**config.mk**
```make
export PLATFORM = sky130hd
export DESIGN_NAME = dhkt_residue
export DESIGN_NICKNAME = d
export VERILOG_FILES = /design/src/rtl/dhkt_pkg.sv /design/src/rtl/dhkt_residue.sv
export SDC_FILE = /design/constraint.sdc
export NUM_CORES = 1
export LEC_CHECK = 0
export ABC_AREA = 1
export BUFFER_PORTS_ARGS = -buffer_cell sky130_fd_sc_hd__clkbuf_2
export CAP_MARGIN = 20
export CORE_MARGIN = 2
export CORE_UTILIZATION = 55
export CTS_CLUSTER_DIAMETER = 80
export DETAILED_ROUTE_END_ITERATION = 10
export PLACE_DENSITY = 0.8
export SKIP_LAST_GASP = 1
export SLEW_MARGIN = 10
export SYNTH_ARGS = -nofsm -noshare
export SYNTH_HDL_FRONTEND = slang
export SYNTH_SLANG_ARGS = --single-unit
```
**constraint.sdc**
```tcl
create_clock -name clk -period 6.4 [get_ports clk]
set_clock_uncertainty 0.05 [all_clocks]
set_input_delay 0 -clock clk [delete_from_list [all_inputs] [get_ports clk]]
set_output_delay 0 -clock clk [all_outputs]
set_load 0.01 [all_outputs]
```
**src/rtl/dhkt_pkg.sv**
```systemverilog
// Shared types, codes and defaults for the double-hashed key table.
`timescale 1ns / 1ps

package dhkt_pkg;

  // Field widths fixed by the transaction format
  localparam int KEY_W    = 32;
  localparam int HANDLE_W = 32;
  localparam int OP_W     = 2;
  localparam int STATUS_W = 2;

  // Default geometry
  localparam int DEF_SLOTS   = 64;
  localparam int DEF_RETRIES = 4;
  localparam int DEF_BANKS   = 4;

  // Opcodes
  localparam logic [OP_W-1:0] OP_INSERT = 2'd0;
  localparam logic [OP_W-1:0] OP_LOOKUP = 2'd1;
  localparam logic [OP_W-1:0] OP_REMOVE = 2'd2;
  localparam logic [OP_W-1:0] OP_NONE   = 2'd3;

  // Status codes
  localparam logic [STATUS_W-1:0] STAT_OK      = 2'd0;
  localparam logic [STATUS_W-1:0] STAT_MISSING = 2'd1;
  localparam logic [STATUS_W-1:0] STAT_FULL    = 2'd2;

  typedef struct packed {
    logic [OP_W-1:0]     opcode;
    logic [KEY_W-1:0]    window_key;
    logic [HANDLE_W-1:0] handle_value;
  } dhkt_in_t;

  typedef struct packed {
    logic [HANDLE_W-1:0] found_value;
    logic [STATUS_W-1:0] status;
  } dhkt_out_t;

  // One slot of table memory
  typedef struct packed {
    logic                valid;
    logic [KEY_W-1:0]    key;
    logic [HANDLE_W-1:0] handle;
  } dhkt_slot_t;

  typedef enum logic [2:0] {
    S_CLEAR,
    S_IDLE,
    S_HASH,
    S_READ,
    S_CHECK,
    S_DONE
  } dhkt_state_t;

endpackage

```
**src/rtl/dhkt_residue.sv**
```systemverilog
// Iterative unit forming key mod SLOTS (home slot) and key mod (SLOTS-2) + 1 (probe step).
`timescale 1ns / 1ps

module dhkt_residue #(
  parameter int SLOTS = dhkt_pkg::DEF_SLOTS
) (
  input  logic                          clk,
  input  logic                          rst_n,
  input  logic                          start,
  input  logic [dhkt_pkg::KEY_W-1:0]    key,
  output logic                          done,
  output logic [$clog2(SLOTS)-1:0]      home,
  output logic [$clog2(SLOTS)-1:0]      step
);
  import dhkt_pkg::*;

  localparam int SW     = $clog2(SLOTS);
  localparam int PROD_W = 2 * KEY_W;
  // floor(2^32 / m): the quotient estimate is exact or one low
  localparam logic [KEY_W-1:0] RECIP_HOME = KEY_W'((64'd1 << KEY_W) / SLOTS);
  localparam logic [KEY_W-1:0] RECIP_STEP = KEY_W'((64'd1 << KEY_W) / (SLOTS - 2));
  localparam logic [KEY_W-1:0] DIV_HOME   = KEY_W'(SLOTS);
  localparam logic [KEY_W-1:0] DIV_STEP   = KEY_W'(SLOTS - 2);
  localparam logic [SW:0]      MOD_HOME   = (SW+1)'(SLOTS);
  localparam logic [SW:0]      MOD_STEP   = (SW+1)'(SLOTS - 2);

  // Sequencer phases, one multiply each
  localparam logic [2:0] PH_HOME_EST  = 3'd0;  // key x home reciprocal
  localparam logic [2:0] PH_HOME_BACK = 3'd1;  // quotient x SLOTS
  localparam logic [2:0] PH_STEP_EST  = 3'd2;  // home settles; key x step reciprocal
  localparam logic [2:0] PH_STEP_BACK = 3'd3;  // quotient x (SLOTS-2)
  localparam logic [2:0] PH_STEP_FIX  = 3'd4;  // step residue settles

  logic [KEY_W-1:0]  key_r;
  logic [PROD_W-1:0] prod_r, prod_nxt;
  logic [KEY_W-1:0]  mul_a;
  logic [KEY_W-1:0]  mul_b;
  logic [SW:0]       mod_sel;
  logic [SW:0]       diff;
  logic [SW-1:0]     res_fix;
  logic [SW-1:0]     home_r;
  logic [SW-1:0]     rem_r;
  logic [2:0]        cnt_r;
  logic              run_r;
  logic              done_r;

  // Shared multiplier, operands chosen by phase
  always_comb begin
    unique case (cnt_r)
      PH_HOME_EST: begin
        mul_a = key_r;
        mul_b = RECIP_HOME;
      end
      PH_HOME_BACK: begin
        mul_a = prod_r[PROD_W-1:KEY_W];
        mul_b = DIV_HOME;
      end
      PH_STEP_EST: begin
        mul_a = key_r;
        mul_b = RECIP_STEP;
      end
      PH_STEP_BACK: begin
        mul_a = prod_r[PROD_W-1:KEY_W];
        mul_b = DIV_STEP;
      end
      default: begin
        mul_a = key_r;
        mul_b = '0;
      end
    endcase
    prod_nxt = PROD_W'(mul_a) * PROD_W'(mul_b);
  end

  // Remainder estimate is below twice the modulus: low bits and one subtract
  assign mod_sel = (cnt_r == PH_STEP_EST) ? MOD_HOME : MOD_STEP;
  assign diff    = key_r[SW:0] - prod_r[SW:0];
  assign res_fix = (diff >= mod_sel) ? SW'(diff - mod_sel) : diff[SW-1:0];

  // Sequencer: five phases per key
  always_ff @(posedge clk) begin
    if (!rst_n) begin
      run_r  <= 1'b0;
      done_r <= 1'b0;
      cnt_r  <= '0;
    end else begin
      done_r <= run_r && (cnt_r == PH_STEP_FIX);
      if (start) begin
        run_r <= 1'b1;
        cnt_r <= '0;
      end else if (run_r) begin
        cnt_r <= cnt_r + 1'b1;
        if (cnt_r == PH_STEP_FIX) run_r <= 1'b0;
      end
    end
  end

  // Datapath
  always_ff @(posedge clk) begin
    if (start) begin
      key_r <= key;
    end else if (run_r) begin
      prod_r <= prod_nxt;
      if (cnt_r == PH_STEP_EST) home_r <= res_fix;
      if (cnt_r == PH_STEP_FIX) rem_r  <= res_fix;
    end
  end

  assign done = done_r;
  assign home = home_r;
  assign step = rem_r + 1'b1;

endmodule

```
* Word-level counts from Yosys, hierarchy flattened
Index checks and enable logic that the tools add are counted.
** Storage, ports and cells
- Register bits :: 113
- Input port bits :: 35
** Cells by class
- Bitwise operators :: 2
- Magnitude comparators :: 1
- Multiply operators :: 1
- Add/subtract/negate cells :: 4
- Mux-type cells :: 7
- Eq/ne operators :: 4
- Reduce and logical (&&, ||, !) cells :: 7
** Operator list (number)
- $pmux 27 s4 :: 1
- $mul 32x32->64 :: 1
- $mux 32 :: 1
- $ge 7x7->1 :: 1
- $mux 7 :: 1
- $sub 7x7->7 :: 1
- $add 6x1->6 const B :: 1
- $eq 3x2->1 const B :: 2
- $mux 6 :: 1
- $reduce_and 3->1 :: 2
- $sub 6x6->6 :: 1
- $reduce_or 2->1 :: 2
- $add 3x1->3 const B :: 1
- $eq 3x1->1 const B :: 1
- $eq 3x3->1 const B :: 1
- $logic_not 3->1 :: 1
- $mux 1 :: 3
- $not 1->1 :: 2
- $reduce_and 2->1 :: 1
- $logic_and 1x1->1 :: 1

* Logic depth before layout (Yosys ltp)
Gate-level depths: netlist of the first run.
- Word-level depth :: 4
- Depth in mapped cells :: 34
- Mapped depth without buffers :: 33

* Worst setup path before layout of the first run
Ideal clock, no wire load.
- Path type :: register to register
- Start :: register cnt_r[0]
- End :: register prod_r[46] (data pin)
- Cell stages (with the launch flop) :: 29
- Path slack :: 0.043 ns
- Path buffers :: 1
- Data arrival time :: 6.055 ns
- Clock period less this slack :: 6.357 ns
- Data required time :: 6.098 ns
- Cell sequence :: dfxtp_1 -> ha_1 -> ha_1 -> a21oi_4 -> buf_6 -> mux2i_2 -> nor2_4 -> xor2_1 -> inv_1 -> ha_1 -> o21bai_1 -> fa_1 -> inv_1 -> fa_1 -> inv_1 -> fa_1 -> fa_1 -> inv_1 -> fa_1 -> inv_1 -> ha_1 -> nand2_1 -> nor2_1 -> inv_1 -> nor2_1 -> and3_1 -> nand3_1 -> nand3_1 -> nand2_1
** Between the ends
- Word-level cells in the longest chain between the ends :: 4
- Elaborated cells on any way between the ends :: 8
- Those cells by class :: mul (1); eq/ne (3); mux (2); reduce/logical (2)
** RTL lines
- start, declared :: RTL line dhkt_residue.sv:43 : logic [2:0] cnt_r;
- start signal, assigned :: RTL line dhkt_residue.sv:91 : cnt_r <= cnt_r + 1'b1;
- $eq 3x2->1 / $eq 3x1->1 (equally long branches) :: RTL line dhkt_residue.sv:49 : unique case (cnt_r)
- $reduce_or 2->1 (no line)
- $mux 32 :: RTL line dhkt_residue.sv:49
- $mul 32x32->64 * :: RTL line dhkt_residue.sv:71 : prod_nxt = PROD_W'(mul_a) * PROD_W'(mul_b);
- named net prod_nxt[46] :: RTL line dhkt_residue.sv:35 : logic [PROD_W-1:0] prod_r, prod_nxt;
- end signal, assigned :: RTL line dhkt_residue.sv:102 : prod_r <= prod_nxt;
- end, declared :: RTL line dhkt_residue.sv:35
Mark *: on every way through the listed nets, which the timed path passes. The rest lies on a longest branch.
A chain may end at the register's enable or synchronous reset.

* Worst setup path in the final report of the first run
- Start :: register cnt_r[1]
- End :: register prod_r[52] (data pin)
The elaborated chain is that of the path after synthesis.

==> results.sh, run 1 <==
export IMPL_outcome="complete, but fails checks"
export IMPL_violated_checks="setup timing"
export IMPL_fp_dieW_um=185.5
export IMPL_critPathArrivalTime_ns=6.61
export IMPL_htreeDepth=3
export IMPL_critical_path_reg2reg_startpoint="cnt_r[1]$_SDFFE_PP0P_"
export IMPL_crit_reg2reg_capture="prod_r[52]$_DFFE_PP_"
export IMPL_grt_max_degree=48
export IMPL_detail_route_wl_per_cell_um=19.69
export IMPL_timing_slew_headroom_pct=43.86
export IMPL_critical_path_max_stage_delay_ns=0.55
export IMPL_ff2ff_setup_slack_ns=-0.10
export IMPL_critPathLaunch="cnt_r[1]$_SDFFE_PP0P_"
export IMPL_crit_fanout=6
export IMPL_hold_class="in2reg"
export IMPL_power_share_switching_pct=43.93
export IMPL_yosys_warnings=0
export IMPL_tritoncts_clock_tree="built"
export IMPL_synth_top_flop_cell="sky130_fd_sc_hd__edfxtp_1"
export IMPL_fmaxAchievable_mhz=153.8
export IMPL_gpl_final_weighted_congestion=0.9863
export IMPL_layout_drive_gt1_share_pct=27.14
export IMPL_worst_r2r_path_depth=34
export IMPL_number_of_global_route_vias_before_repair=16740
export IMPL_syn_area_um2=18110
export IMPL_path_clk_slew_ns=0.08
export IMPL_first_iter_violations=1493
export IMPL_total_power_mw=2.898
export IMPL_worst_case_setup_slack_after_placement_ns=-0.4913
export IMPL_drt_pass1_iterations=6
export IMPL_hold_viol_final=0
export IMPL_numCtsBuffers=9
export IMPL_synth_seq_area_share_pct=13.48
export IMPL_crit_path_end="prod_r[52]$_DFFE_PP_"
export IMPL_clock_power_share_pct=20.7
export IMPL_synth_async_reset_ratio_pct=0
export IMPL_io_pin_count=48
export IMPL_grt_first_pass_wirelength_um=87600
export IMPL_path_class="reg2reg"
export IMPL_final_min_clock_period_ns=6.502
export IMPL_net_count_after_synthesis=2981
export IMPL_clkLatencyLatePin_ns=0.40
export IMPL_layout_cell_area_non_filler_um2=23470
export IMPL_setup_viol=23
export IMPL_floorplan_die_area_um2=34400
export IMPL_synth_edff_count=78
export IMPL_worst_endpoint_required_ns=6.51
export IMPL_io_buf_count=47
export IMPL_synthesis_area_per_instance_um2=7.579
export IMPL_initial_antenna_violation_count=0
export IMPL_number_of_cells_in_the_finished_layout_apart_from_fillers=3132
export IMPL_cp_slowest_cell="sky130_fd_sc_hd__fa_1"
export IMPL_clk_path_buf_depth=2
export IMPL_grt_util_all_layers_pct=33.92
export IMPL_maxSlewViolCount=0
export IMPL_drt_vias_per_instance=5.429
export IMPL_library_cell_with_the_largest_summed_area_after_synthesis="sky130_fd_sc_hd__ha_1"
export IMPL_total_via_count_after_detailed_routing=17005
export IMPL_cp_end_kind="flip-flop"
export IMPL_post_route_worst_setup_slack_ns=-0.1023
export IMPL_layout_area_overhead_vs_synth_pct=29.56
export IMPL_cts_sink_count=83
export IMPL_p_int_mw=1.625
export IMPL_rows=66
export IMPL_core_box_area_um2=32450
export IMPL_synthesis_instances=2390
export IMPL_min_period_over_period_pct=101.6
export IMPL_num_fill_cells=2275
export IMPL_rsz0062_at_grt="yes"
export IMPL_total_power_divided_by_cell_area_nw_per_um2=123.5
export IMPL_drcViolationCount=0
export IMPL_yosys_register_bits=83
export IMPL_static_leakage_power_nw=13.65
export IMPL_yosys_cell_types_count=32
export IMPL_portion_of_synthesized_cell_area_occupied_by_the_leading_cell_type_pct=25.69
export IMPL_root_buf_cell="sky130_fd_sc_hd__clkbuf_16"
export IMPL_dp_cells=3032
export IMPL_placed_cell_area_um2=20300
export IMPL_vdd_ir_drop_max_uv=171.0
export IMPL_maxCapViolations=0
export IMPL_initial_core_util_pct=55.82
export IMPL_die_h_um=185.5
export IMPL_net_switching_power_mw=1.273
export IMPL_final_core_util_pct=72.32
export IMPL_most_repeated_library_cell_on_the_critical_path="sky130_fd_sc_hd__nand2_1"
export IMPL_post_synth_main_area_contributors="sky130_fd_sc_hd__ha_1 (26%), sky130_fd_sc_hd__fa_1 (20%), sky130_fd_sc_hd__inv_1 (13%), sky130_fd_sc_hd__edfxtp_1 (13%), sky130_fd_sc_hd__nand2_1 (12%)"
export IMPL_diodes=0
export IMPL_tns_ns=-1.175
export IMPL_postRouteWirelength_um=61650
export IMPL_register_share_of_total_power_pct=23.8
export IMPL_finalNetCount=3276
export IMPL_timing_hold_ws_ns=0.1706
export IMPL_worstMarginPinSlew_ns=0.8357
export IMPL_globalRoute_totalOverflow=0
export IMPL_pwr_share_comb_pct=55.5
export IMPL_drt_antenna_violating_nets=0
export IMPL_critPathLaunchType="flip-flop"
export IMPL_post_dp_hpwl_um=46060
-- registers in the layout, summed over array words and instances (netlist names) --
register  flops
key_r        32
rem_r         6
prod_r       34
done          1
run_r         1
home          6
cnt_r         3
-- cells in the mapped netlist, types with 18 or more instances --
cell	count
sky130_fd_sc_hd__inv_1	631
sky130_fd_sc_hd__nand2_1	566
sky130_fd_sc_hd__ha_1	372
sky130_fd_sc_hd__nor2_1	265
sky130_fd_sc_hd__fa_1	184
sky130_fd_sc_hd__edfxtp_1	78
sky130_fd_sc_hd__a21oi_1	67
sky130_fd_sc_hd__nand3_1	56
sky130_fd_sc_hd__mux2i_2	22
sky130_fd_sc_hd__nand4_1	21
sky130_fd_sc_hd__nor2_2	21
sky130_fd_sc_hd__nor3_1	18
-- cell usage in the layout, fill, tap and decap left out, drive strengths merged, types with 2 or more instances in the layout --
master,synthesis,layout
inv,632,634
nand2,566,566
ha,372,372
nor2,287,287
buf,11,226
fa,184,184
edfxtp,78,78
a21oi,68,68
clkbuf,12,57
nand3,56,56
dlygate4sd3,0,33
mux2i,27,27
nand4,21,21
nor3,18,18
xor2,16,16
o21ai,12,12
o21bai,7,7
and2,5,5
dfxtp,5,5
xnor2,4,4
clkinv,0,4
and3,3,3
a21o,2,2
a211oi,2,2
-- logic make-up after synthesis --
group	synth area share, %
flops	13.48
compound gates	2.811
fa+ha+maj	46.03
mux	1.948
buf+inv	13.71
simple gates	21.05
xor+xnor	0.9669
-- final cells by class --
| cell class | instances | area (um2) | share of cell area (%) |
|---|---|---|---|
| Clock buffer | 9 | 225.2 | 0.9596 |
| Clock inverter | 7 | 75.07 | 0.3199 |
| Inverter | 632 | 2397 | 10.21 |
| Multi-Input combinational cell | 1652 | 15090 | 64.31 |
| Sequential cell | 83 | 2447 | 10.43 |
| Tap cell | 442 | 553.0 | 2.356 |
| Timing Repair Buffer | 307 | 2679 | 11.41 |
-- worst max-delay path: cells and delay by family (launching register included) --
| kind | cells | cell delay (ns) |
|---|---|---|
| adder cells (fa/ha/maj) | 9 | 3.06 |
| AND/OR/NAND/NOR | 13 | 1.32 |
| buffers and inverters | 10 | 1.18 |
| flip-flops | 1 | 0.37 |
| AO/OA/AOI/OAI | 1 | 0.17 |
| multiplexers | 1 | 0.09 |
-- how the worst min path moves through the flow --
| stage | start | cells after the start | end | slack, ns |
|---|---|---|---|---|
| 6_report | start | 2 | key_r[27]$_DFFE_PP_ | 0.17 |
| 5_1_grt | start | 2 | key_r[27]$_DFFE_PP_ | 0.20 |
| 4_1_cts | start | 2 | key_r[24]$_DFFE_PP_ | 0.17 |
| 3_5_place_dp | key[4] | 1 | key_r[4]$_DFFE_PP_ | 0.13 |
| 3_3_place_gp | key[18] | 1 | key_r[18]$_DFFE_PP_ | 0.13 |
| 2_1_floorplan | key[0] | 0 | key_r[0]$_DFFE_PP_ | 0.05 |
-- power groups by stage --
stage                     sequential (mW)  clock (mW)  combinational (mW)
after floorplan                     0.676           0               0.696
after global placement              0.692           0                1.14
after detailed placement            0.691           0                1.17
after CTS                           0.683       0.602                1.32
after global routing                0.689       0.616                1.73
final                               0.689       0.600                1.61
-- layer usage --
metal | vias to the layer above | global-route usage, % | share of wire (%)
li1 | 7849 | - | -
met5 | - | 0 | 0
met3 | 267 | 6.457 | 8.0
met1 | 8099 | 40.97 | 37
met4 | 0 | 16.98 | 6.8
met2 | 790 | 57.88 | 48
-- repair_timing --
item	4_1_cts	5_1_grt
setup buffers	12	42
endpoints found under the hold margin	37	0
cloned	1	1
pin swaps	43	131
hold buffers	33	0
setup endpoints to repair	28	28
resized for setup	127	430
Power figures use the tool's default switching activity.
==> run 2: changes to the inputs <==
BUFFER_PORTS_ARGS = unset   (was -buffer_cell sky130_fd_sc_hd__clkbuf_2)
DONT_BUFFER_PORTS = 1   (was unset)
PLACE_DENSITY = unset   (was 0.8)
PLACE_DENSITY_LB_ADDON = 0.05   (was unset)
==> results.sh, run 2 (synthesis results as in run 1) <==
export IMPL_setup_viol=3
export IMPL_finalNetCount=3252
export IMPL_largest_register_ff_count=34
export IMPL_min_period_over_period_pct=100.5
export IMPL_first_iter_violations=1071
export IMPL_globalRouteMet3Util_pct=3.404
export IMPL_grt_first_pass_wirelength_um=86260
export IMPL_root_buf_cell="sky130_fd_sc_hd__clkbuf_16"
export IMPL_crit_fanout=6
export IMPL_die_h_um=185.5
export IMPL_hold_class="in2reg"
export IMPL_diodes=0
export IMPL_rows=66
export IMPL_vdd_ir_drop_max_uv=141.2
export IMPL_maxSlewViolCount=0
export IMPL_total_power_divided_by_cell_area_nw_per_um2=125.0
export IMPL_met2_usage_pct=59.78
export IMPL_io_buf_count=0
export IMPL_worst_case_setup_slack_after_placement_ns=-0.3898
export IMPL_final_core_util_pct=72.02
export IMPL_dp_cells=3022
export IMPL_critPathLaunch="cnt_r[1]$_SDFFE_PP0P_"
export IMPL_crit_reg2reg_capture="prod_r[54]$_DFFE_PP_"
export IMPL_timing_slew_headroom_pct=45.53
export IMPL_fmaxAchievable_mhz=155.5
export IMPL_clkLatencyLatePin_ns=0.39
export IMPL_core_box_area_um2=32450
export IMPL_cp_slowest_cell="sky130_fd_sc_hd__fa_1"
export IMPL_globalRoute_totalOverflow=0
export IMPL_cts_sink_count=83
export IMPL_layout_common_cells="sky130_fd_sc_hd__inv_1 (530), sky130_fd_sc_hd__nand2_1 (398), sky130_fd_sc_hd__ha_1 (325)"
export IMPL_fp_dieW_um=185.5
export IMPL_post_dp_hpwl_um=47660
export IMPL_drcViolationCount=0
export IMPL_numCtsBuffers=9
export IMPL_drt_antenna_violating_nets=0
export IMPL_postRouteWirelength_um=57850
export IMPL_clk_path_buf_depth=2
export IMPL_number_of_global_route_vias_before_repair=15929
export IMPL_critPathLaunchType="flip-flop"
export IMPL_violated_checks="setup timing"
export IMPL_static_leakage_power_nw=13.42
export IMPL_drt_pass1_iterations=7
export IMPL_gpl_final_weighted_congestion=0.9955
export IMPL_critical_path_max_stage_delay_ns=0.55
export IMPL_crit_path_end="prod_r[54]$_DFFE_PP_"
export IMPL_layout_cell_area_non_filler_um2=23370
export IMPL_largest_registers="prod_r (34), key_r (32)"
export IMPL_final_min_clock_period_ns=6.433
export IMPL_critPathArrivalTime_ns=6.52
export IMPL_total_via_count_after_detailed_routing=16123
export IMPL_io_pin_count=48
export IMPL_tritoncts_clock_tree="built"
export IMPL_total_power_mw=2.921
export IMPL_largest_register="prod_r"
export IMPL_timing_hold_ws_ns=0.1593
export IMPL_detail_route_wl_per_cell_um=18.61
export IMPL_drt_vias_per_instance=5.188
export IMPL_mostFrequentLayoutCell="sky130_fd_sc_hd__inv_1"
export IMPL_path_clk_slew_ns=0.09
export IMPL_ff2ff_setup_slack_ns=-0.03
export IMPL_placed_cell_area_um2=20310
export IMPL_initial_core_util_pct=55.82
export IMPL_outcome="complete, but fails checks"
export IMPL_post_route_worst_setup_slack_ns=-0.03290
export IMPL_critical_path_reg2reg_startpoint="cnt_r[1]$_SDFFE_PP0P_"
export IMPL_hold_viol_final=0
export IMPL_tns_ns=-0.07817
export IMPL_layout_area_overhead_vs_synth_pct=29.02
export IMPL_worst_r2r_path_depth=31
export IMPL_htreeDepth=3
export IMPL_grt_util_all_layers_pct=33.68
export IMPL_rsz0062_at_grt="yes"
export IMPL_worstMarginPinSlew_ns=0.8108
export IMPL_cp_end_kind="flip-flop"
export IMPL_number_of_cells_in_the_finished_layout_apart_from_fillers=3108
export IMPL_worst_endpoint_required_ns=6.49
export IMPL_global_route_peak_usage_layer="met2"
export IMPL_maxCapViolations=0
export IMPL_grt_max_degree=36
export IMPL_use_met1_pct=43.42
export IMPL_path_class="reg2reg"
export IMPL_initial_antenna_violation_count=0
export IMPL_layout_drive_gt1_share_pct=28.06
export IMPL_floorplan_die_area_um2=34400
## run 2: cell types whose count changed in the layout (fill, tap and decap cells not counted), moves of 6 or more
cell and change:
sky130_fd_sc_hd__buf_12 -6, sky130_fd_sc_hd__buf_4 +18, sky130_fd_sc_hd__buf_6 +11, sky130_fd_sc_hd__clkbuf_2 -47
sky130_fd_sc_hd__inv_1 -19, sky130_fd_sc_hd__inv_2 +26, sky130_fd_sc_hd__inv_4 -6, sky130_fd_sc_hd__nand2_1 -21
sky130_fd_sc_hd__nand2_2 +28, sky130_fd_sc_hd__nor2_2 -8, sky130_fd_sc_hd__nor2_4 +10
## run 2: worst max-delay path: cells and delay by family (launching register included)
kind | cells | cell delay [ns]
compound gates | 2 | 0.30
fa+ha+maj | 9 | 3.33
buf+inv | 10 | 0.89
flops | 1 | 0.36
mux | 1 | 0.31
simple gates | 9 | 0.91
## run 2: area by class of cell
class	instances	area, um2
sequential	83	2447
clock inverter	7	82.58
multi-input combinational	1652	15110
clock buffer	9	225.2
timing repair buffer	283	2580
fill	2644	9081
tap	442	553.0
inverter	632	2377
## run 2: power breakdown
| part | internal [mW] | total, mW | switching (mW) |
|---|---|---|---|
| sequential | 0.653 | 0.695 | 0.0413 |
| clock | 0.311 | 0.610 | 0.298 |
| combinational | 0.678 | 1.62 | 0.939 |
| total | 1.64 | 2.92 | 1.28 |
## run 2: metal layers
layer  routed length, um  vias up  share of wire, %
met2               28630      391                49
met3                2764       93               4.8
met4                2001        0               3.5
met5                   0        -                 0
met1               24450     7826                42
li1                    -     7813                 -
## run 2: worst min path at each step
stage / end / cells past startpoint / slack [ns] / start
floorplan: key_r[0]$_DFFE_PP_ / 0 / 0.05 / key[0]
global placement: key_r[23]$_DFFE_PP_ / 0 / 0.05 / key[23]
detailed placement: key_r[22]$_DFFE_PP_ / 0 / 0.05 / key[22]
CTS: prod_r[58]$_DFFE_PP_ / 2 / 0.16 / start
global route: prod_r[48]$_DFFE_PP_ / 2 / 0.16 / start
finish: prod_r[58]$_DFFE_PP_ / 2 / 0.16 / start
## run 2: timing repair
action / 4_1_cts / 5_1_grt
endpoints found under the hold margin: 81 / 0
gates resized for setup: 112 / 480
cloned: 1 / 0
hold buffers: 35 / 0
buffers inserted: 9 / 28
pin swaps: 37 / 226
endpoints found under the setup margin: 28 / 28
